**src/hdl/rmq_div.sv**
```systemverilog
// Pipelined signed divider: truncating quotient of (d << FRAC_BITS) by 2s,
// one quotient bit per stage, saturated to 16 bits, zero if s is zero. Stand-alone.
module rmq_div #(
  parameter int FRAC_BITS = 14,
  parameter int D_W       = 18,
  parameter int S_W       = 17,
  parameter int TAG_W     = 8
) (
  input  logic                    clk,
  input  logic                    rst,
  input  logic                    en,
  input  logic                    in_valid,
  input  logic signed [D_W-1:0]   num,
  input  logic [S_W-1:0]          den,
  input  logic [TAG_W-1:0]        in_tag,
  output logic                    out_valid,
  output logic signed [15:0]      quot,
  output logic [TAG_W-1:0]        out_tag
);
  // Quotient magnitude below 2^(D_W-1+FRAC_BITS); 18 bits suffice to saturate.
  localparam int NW = D_W - 1 + FRAC_BITS;
  localparam int QB = 18;
  localparam int DW = S_W + 1;

  logic [QB:0]        vld;
  logic [NW-1:0]      nm  [QB+1];
  logic [DW:0]        rm  [QB+1];
  logic [QB-1:0]      qq  [QB+1];
  logic               big [QB+1];
  logic               neg [QB+1];
  logic               zr  [QB+1];
  logic [DW-1:0]      dv  [QB+1];
  logic [TAG_W-1:0]   tg  [QB+1];

  logic [D_W-1:0] mag;
  logic [NW-1:0]  nfull;
  assign mag   = num[D_W-1] ? D_W'(-num) : D_W'(num);
  assign nfull = NW'(mag) << FRAC_BITS;

  assign vld[0] = in_valid;
  // Numerator bits above the quotient window: any nonzero one means overflow
  // only if the quotient would exceed; handled by checking the high part against 2s.
  assign nm[0]  = nfull;
  assign rm[0]  = (DW+1)'(nfull >> QB);
  assign big[0] = ((DW+1)'(nfull >> QB)) >= {1'b0, den, 1'b0};
  assign qq[0]  = '0;
  assign neg[0] = num[D_W-1];
  assign zr[0]  = (den == '0);
  assign dv[0]  = {den, 1'b0};
  assign tg[0]  = in_tag;

  for (genvar g = 0; g < QB; g++) begin : g_stage
    logic [DW:0]   r_c;
    logic [DW+1:0] sh;
    always_comb begin
      sh = {rm[g], nm[g][QB-1-g]};
      if (sh >= (DW+2)'(dv[g])) begin
        r_c = (DW+1)'(sh - (DW+2)'(dv[g]));
      end else begin
        r_c = (DW+1)'(sh);
      end
    end
    always_ff @(posedge clk) begin
      if (rst) begin
        vld[g+1] <= 1'b0;
      end else if (en) begin
        vld[g+1] <= vld[g];
      end
      if (en) begin
        rm[g+1]  <= r_c;
        qq[g+1]  <= {qq[g][QB-2:0], (sh >= (DW+2)'(dv[g]))};
        nm[g+1]  <= nm[g];
        big[g+1] <= big[g];
        neg[g+1] <= neg[g];
        zr[g+1]  <= zr[g];
        dv[g+1]  <= dv[g];
        tg[g+1]  <= tg[g];
      end
    end
  end

  always_comb begin
    logic ovf;
    ovf = big[QB] || (qq[QB][QB-1:15] != '0);
    if (zr[QB]) begin
      quot = '0;
    end else if (neg[QB]) begin
      quot = (ovf || qq[QB][15]) ? ((qq[QB] == (QB)'(32768) && !big[QB]) ?
             16'sh8000 : 16'sh8000) : -$signed({1'b0, qq[QB][14:0]});
    end else begin
      quot = (ovf || qq[QB][15]) ? 16'sh7fff : $signed({1'b0, qq[QB][14:0]});
    end
  end

  assign out_valid = vld[QB];
  assign out_tag   = tg[QB];
endmodule

```
**config.mk**
```make
export PLATFORM = sky130hd
export DESIGN_NAME = rmq_div
export DESIGN_NICKNAME = d
export VERILOG_FILES = /design/src/hdl/rmq_div.sv
export SDC_FILE = /design/constraint.sdc
export NUM_CORES = 2
export LEC_CHECK = 0
export BUFFER_PORTS_ARGS = -buffer_cell sky130_fd_sc_hd__clkbuf_2
export CAP_MARGIN = 20
export CORE_UTILIZATION = 40
export DETAILED_ROUTE_END_ITERATION = 6
export PLACE_DENSITY = 0.55
export SKIP_CTS_REPAIR_TIMING = 1
export SYNTH_ARGS = -nofsm -noshare
export SYNTH_HDL_FRONTEND = slang
export SYNTH_SLANG_ARGS = --single-unit
```
**constraint.sdc**
```tcl
create_clock -name clk -period 3.7 [get_ports clk]
set_clock_uncertainty 0.15 [all_clocks]
set_input_delay 0.555 -clock clk [delete_from_list [all_inputs] [get_ports clk]]
set_output_delay 0.555 -clock clk [all_outputs]
set_load 0.05 [all_outputs]
```
# After elaboration in Yosys (flattened, before gate mapping)
# Index checks and enable logic that the tools add are counted.
dict set report totals {
  out_inout_bits 25
  reg_bits 1005
}
dict set report op_classes {
  n_reduce_logical 4
  muxes 22
  order_cmp 19
  n_addsub 19
}
# operator n
set ops {}
lappend ops {{>= comparator 20 x 18 -> 1 bit} 17}
lappend ops {{two-way mux 19 bit} 16}
lappend ops {{subtractor 19 x 18 -> 19 bit} 16}
lappend ops {{two-way mux 16 bit} 3}
lappend ops {{subtractor 14 x 18 -> 19 bit} 1}
lappend ops {{>= comparator 13 x 18 -> 1 bit} 1}
lappend ops {{>= comparator 14 x 18 -> 1 bit} 1}
lappend ops {{logical NOT 17 bit} 1}
lappend ops {{two-way mux 17 bit} 1}
lappend ops {{negation 17 bit} 1}
lappend ops {{negation 15 -> 16 bit} 1}
lappend ops {{two-way mux 15 bit} 1}
lappend ops {{two-way mux 14 bit} 1}
lappend ops {{nonzero test 3 bit} 1}
lappend ops {{logical OR 1 bit} 2}

# Depth between registers and ports, before layout
dict set report logic_depth {
  depth_word 6
  depth_mapped 15
}

# Worst setup path after synthesis
# Ideal clock, no wire load.
dict set report synth_path {
  path_kind {input-to-reg}
  from {input num[4]}
  to {register rm, in the netlist g_stage[1].sh[14] (data pin)}
  t_required_ps 3290
  path_slack_ps -227
  arrival_time_ps 3517
  cell_stages 13
  setup_ps 260
  n_path_buf 0
  path_cell_list {or3_1 > nor2_1 > nand3_1 > o31a_1 > xor2_1 > ha_1 > a41oi_1 > nand2_1 > a21oi_1 > a21oi_1 > o31ai_1 > inv_2 > mux2_2}
}
dict set report synth_between {
  elab_chain_cells 4
  word_cells_on_any_way 5
  cone_classes {2 x add/sub; 1 x order compare; 2 x mux}
}
# item line
set synth_lines {}
lappend synth_lines {{start, declared} 13} ;# input logic signed [D_W-1:0] num,
lappend synth_lines {{negation 17 bit} 37} ;# assign mag = num[D_W-1] ? D_W'(-num) : D_W'(num);
lappend synth_lines {{two-way mux 17 bit (*)} 37}
lappend synth_lines {{subtractor 14 x 18 -> 19 bit / >= comparator 14 x 18 -> 1 bit (equally long branches)} {58, 57}}
lappend synth_lines {{two-way mux 14 bit (*)} 57} ;# if (sh >= (DW+2)'(dv[g])) begin
lappend synth_lines {{net g_stage[0].r_c[13]} 53} ;# logic [DW:0] r_c;
lappend synth_lines {{end signal, assigned by index} 70} ;# rm[g+1] <= r_c;
lappend synth_lines {{end, declared} 27} ;# logic [DW:0] rm [QB+1];
# Mark *: on every way through the listed nets, which the timed path passes. The rest lies on a longest branch.
# A chain may end at the register's enable or synchronous reset.

# Worst setup path after layout
dict set report layout_path {
  from {register qq[16] (netlist name)}
  to {output quot[13]}
}
dict set report layout_between {
  elab_chain_cells 6
  word_cells_on_any_way 7
  cone_classes {4 x mux; 3 x reduce/logical}
}
# item line
set layout_lines {}
lappend layout_lines {{start, declared} 28} ;# logic [QB-1:0] qq [QB+1];
lappend layout_lines {{start signal, assigned by index} 71} ;# qq[g+1] <= {qq[g][QB-2:0], (sh >= (DW+2)'(dv[g]))};
lappend layout_lines {{nonzero test 3 bit (*)} 84} ;# ovf = big[QB] || (qq[QB][QB-1:15] != '0);
lappend layout_lines {{logical OR 1 bit (*)} 84}
lappend layout_lines {{logical OR 1 bit (*)} {88, 91}}
lappend layout_lines {{two-way mux 15 bit / two-way mux 16 bit (equally long branches)} {91, 88}}
lappend layout_lines {{two-way mux 16 bit (*)} 87} ;# end else if (neg[QB]) begin
lappend layout_lines {{two-way mux 16 bit (*)} 85} ;# if (zr[QB]) begin
lappend layout_lines {{end, declared} 17} ;# output logic signed [15:0] quot,
# Every way passes the cells marked *; elsewhere a longest branch is shown, timed or not.

==> results <==
- For the worst setup path, the data arrival time is 3.03 ns.
- The count of final hold-check violations is 0.
- The effective utilization at floorplan is 40.49%.
- The distinct cell type count of the synthesized netlist is 85.
- Global routing consumed, over all layers together, 15.45% of the routing resources.
- Sorting the synthesized cells by how often they occur yields 974 x sky130_fd_sc_hd__edfxtp_1, 414 x sky130_fd_sc_hd__inv_1, 315 x sky130_fd_sc_hd__ha_1.
- The filler cells instantiated in the layout total 10840.
- Of the cells placed in the final design, the portion with a size suffix greater than 1 is 11.81%.
- The total nets after synthesis is 4382.
- The highest attainable clock frequency is 267.6 MHz.
- The congestion estimate from routability-driven global placement came to 0.8733.
- The antenna diode instance count is 0.
- The worst max-slew margin expressed relative to the limit is 49.41%.
- The total area inside the core boundary comes to 122200 um^2.
- Counting along the longest clock path gives a buffer depth of 3.
- The final wirelength is 98240 um.
- The number of flops mapped to enable cells by yosys is 974.
- The H-tree generated during clock tree synthesis spans 3 levels.
- The combinational fraction of design power is 36.1%.
- The initial antenna violation count is 0.
- The die is 353.7 um wide.
- The number of optimization iterations in the first detailed-route pass is 6.
- The register share of total power is 38.5%.
- The final setup violation count is 3.
- Yosys attributes the largest share of cell area to sky130_fd_sc_hd__edfxtp_1 59%, sky130_fd_sc_hd__ha_1 8.0%, sky130_fd_sc_hd__inv_1 3.1%, sky130_fd_sc_hd__o21ai_0 3.0%, sky130_fd_sc_hd__xnor2_1 2.5%.
- For this run the aggregate overflow at the end of global routing stands at 0.
- The reg-to-reg critical path startpoint is dv[109].
- The critical path starts at qq[16].
- The mean number of vias per cell is 5.050.
- Counting flops with an async set or reset pin after synthesis yields a share of 0%.
- Summed over all cells, the static leakage comes to 22.32 nW.
- The area of the mapped netlist is 49480 um^2.
- The type of element launching the critical path is a register.
- The classification of the worst-slack hold path is in2reg.
- The net switching power of the design is 14.38 mW.
- Across the run, the number of max-cap violations was 0.
- Once routing completed, OpenROAD measured the worst setup slack at -0.03657 ns.
- Of all nets on the critical path, the largest fanout is 3.
- The number of warnings issued by yosys is 0.
- The part of the total power dissipated in the clock network is 25.4%.
- Of the available clock period, the critical path in the final layout requires 101.0%.
- The startpoint-to-endpoint class of the critical path is reg2out.
- The I/O pin count is 72.
- Summing over every cut layer, the via total after detailed routing is 30230.
- The post-synthesis sequential element count is 992.
- At the worst endpoint, the required time is 2.99 ns.
- After synthesis, the largest area contributor takes up 59.11% of total cell area.
- After floorplanning, the core was divided into 128 placement rows.
- The via count of the first global-routing pass is 29830.
- Compared with the post-synthesis result, the final layout area differs by 14.97%.
- The worst min-delay path startpoint is den[13].
- The max-slew violation total from the final report is 0.
- The portion of the post-synthesis area used by sequential elements is 59.84%.
- Dividing the detail-routed wire length by the instance count gives 16.41 um.
- The flow ran to the end, but the final reports show violations.
- The clock sink count is 992.
- The tree is rooted in a sky130_fd_sc_hd__clkbuf_16.
- Net switching is 33.01% of the power.
- The non-filler instance count after layout is 5987.
- After legalization and detailed placement, the total HPWL measured 73170 um.
- The remaining antenna violation count is 0.
- The most frequently used flop master after synthesis is sky130_fd_sc_hd__edfxtp_1.
- The capturing element type of the critical path is an output port.
- The die covers 125100 um^2.
- The checks that failed: setup timing.
- Timing analysis after detailed placement gives a worst setup slack of -0.2980 ns.
- For the worst-skew pair, the clock arrives at the later sink with an insertion delay of 0.71 ns.
- During placement, the flow inserted port buffers numbering 71.
- The internal portion of the total power is 29.19 mW.
- Counting every instance in the synthesized netlist gives 4003.
- The post-layout total power is 43.57 mW.
- The transition time at the pin with the least slew margin is 0.7588 ns.
- The most common cell in the netlist is sky130_fd_sc_hd__edfxtp_1.
- The final net count is 4647.
- The number of instances in the placed design is 5755.
- The clock-pin slew of the registers on the worst-case setup and hold paths is 0.06 ns.
- The global-route wire length before repair is 156500 um.
- The largest net degree at the start of global routing is 118.
- The average instance in the mapped netlist occupies 12.36 um^2.
- After the first detailed-routing iteration, the DRC count stood at 1839.
- From bottom edge to top edge, the die measures 353.7 um.
- The cell area power density is 765.8 nW/um^2.
- In the routed design, unresolved DRC markers number 0.
- After layout, the minimum clock period comes to 3.737 ns.
- The cell taking the most area after synthesis is sky130_fd_sc_hd__edfxtp_1.
- VDD sags by at most 0.0004126 V.
- The total CTS buffers is 108.
- Setup repair after global routing could not meet its margin everywhere.
- The CTS tree is done.
- The total negative slack for setup checks is -0.07323 ns.
==> routing by layer <==
layer,vias up,routed length [um],GRT usage (%)
met5,-,0,0
met4,0,3431,5.576
met3,181,2878,2.165
met2,444,48130,26.68
met1,14350,43800,19.71
li1,15260,-,-
==> cells by family after synthesis <==
kind of cell / count (synthesis) / synth area share [%]
flops: 992 / 59.84
compound gates: 943 / 12.27
simple gates: 911 / 8.924
buf+inv: 493 / 3.945
fa+ha+maj: 332 / 8.653
xor+xnor: 219 / 3.876
mux: 113 / 2.491
==> critical path: stages, from the launching register on <==
cell,delay (ns)
sky130_fd_sc_hd__edfxtp_1,0.36
sky130_fd_sc_hd__or4_4,0.56
sky130_fd_sc_hd__or3_4,0.37
sky130_fd_sc_hd__nor4_4,0.19
sky130_fd_sc_hd__nand2_2,0.14
sky130_fd_sc_hd__o31ai_4,0.25
sky130_fd_sc_hd__xnor2_1,0.09
sky130_fd_sc_hd__nor2_1,0.19
sky130_fd_sc_hd__buf_12,0.18
==> layout by cell type, fill, tap and decap left out, drive strengths merged, types with 18 or more instances in the layout <==
cell type    synthesis  layout
nand2              290     290
a21oi              220     220
nand3               44      44
xor2                78      78
xnor2              141     141
o21ai              301     301
a21boi              35      35
o211ai              18      18
a31oi               24      24
nand4               30      30
clkbuf              44     189
dlygate4sd3          0      26
edfxtp             974     974
dfxtp               18      18
nor3                51      51
a21o                94      94
nor2               230     230
and3                26      26
nand2b              55      55
inv                416     418
clkinv               0      50
buf                 33     141
ha                 315     315
mux2                81      81
o21a                44      44
a211oi              23      23
o31ai               38      38
nor2b               71      71
mux2i               32      32
==> final timing paths <==
path / slack (ns) / cells past startpoint / endpoint
setup / recovery: -0.04 / 8 / quot[13]
hold / removal: 0.04 / 1 / dv[320]
setup reg to reg: 0.42 / 9 / g_stage[13].sh[18]
hold reg to reg: 0.23 / 0 / qq[150]
==> power groups by stage <==
stage | Combinational [mW] | Sequential [mW] | Clock, mW
after CTS | 15.7 | 16.8 | 11.4
after global placement | 15.5 | 17.0 | 0
after global routing | 17.6 | 17.0 | 11.8
final | 15.7 | 16.8 | 11.1
after detailed placement | 15.6 | 17.0 | 0
after floorplan | 12.0 | 16.4 | 0
==> cell type report <==
type | instances | area, um^2 | area share [%]
clock buffers | 124 | 2763 | 4.856
flip-flops and latches | 992 | 29610 | 52.05
multi-input cells | 2518 | 18020 | 31.68
clock inverters | 80 | 972.2 | 1.709
repair buffers | 232 | 1929 | 3.392
inverters | 416 | 1562 | 2.745
well taps | 1625 | 2033 | 3.574
==> registers in the layout (all words and copies together) (netlist names), 3 cells and up <==
signal      cells
big            18
dv            289
g_stage.sh    313
neg            18
nm              3
out_tag         8
qq            171
tg            136
vld            17
zr             18
==> per-stage QoR <==
step	hold slack [ns]	util (%)	cell area [um^2]
2_1_floorplan	0.2503	-	49500
3_3_place_gp	0.2503	43.22	52820
3_5_place_dp	0.2545	43.22	52820
4_1_cts	-0.1808	46.28	56550
5_1_grt	0.02078	46.55	56890
6_report	0.03970	46.55	56890
Note: power is estimated with default switching activity, not from simulation.
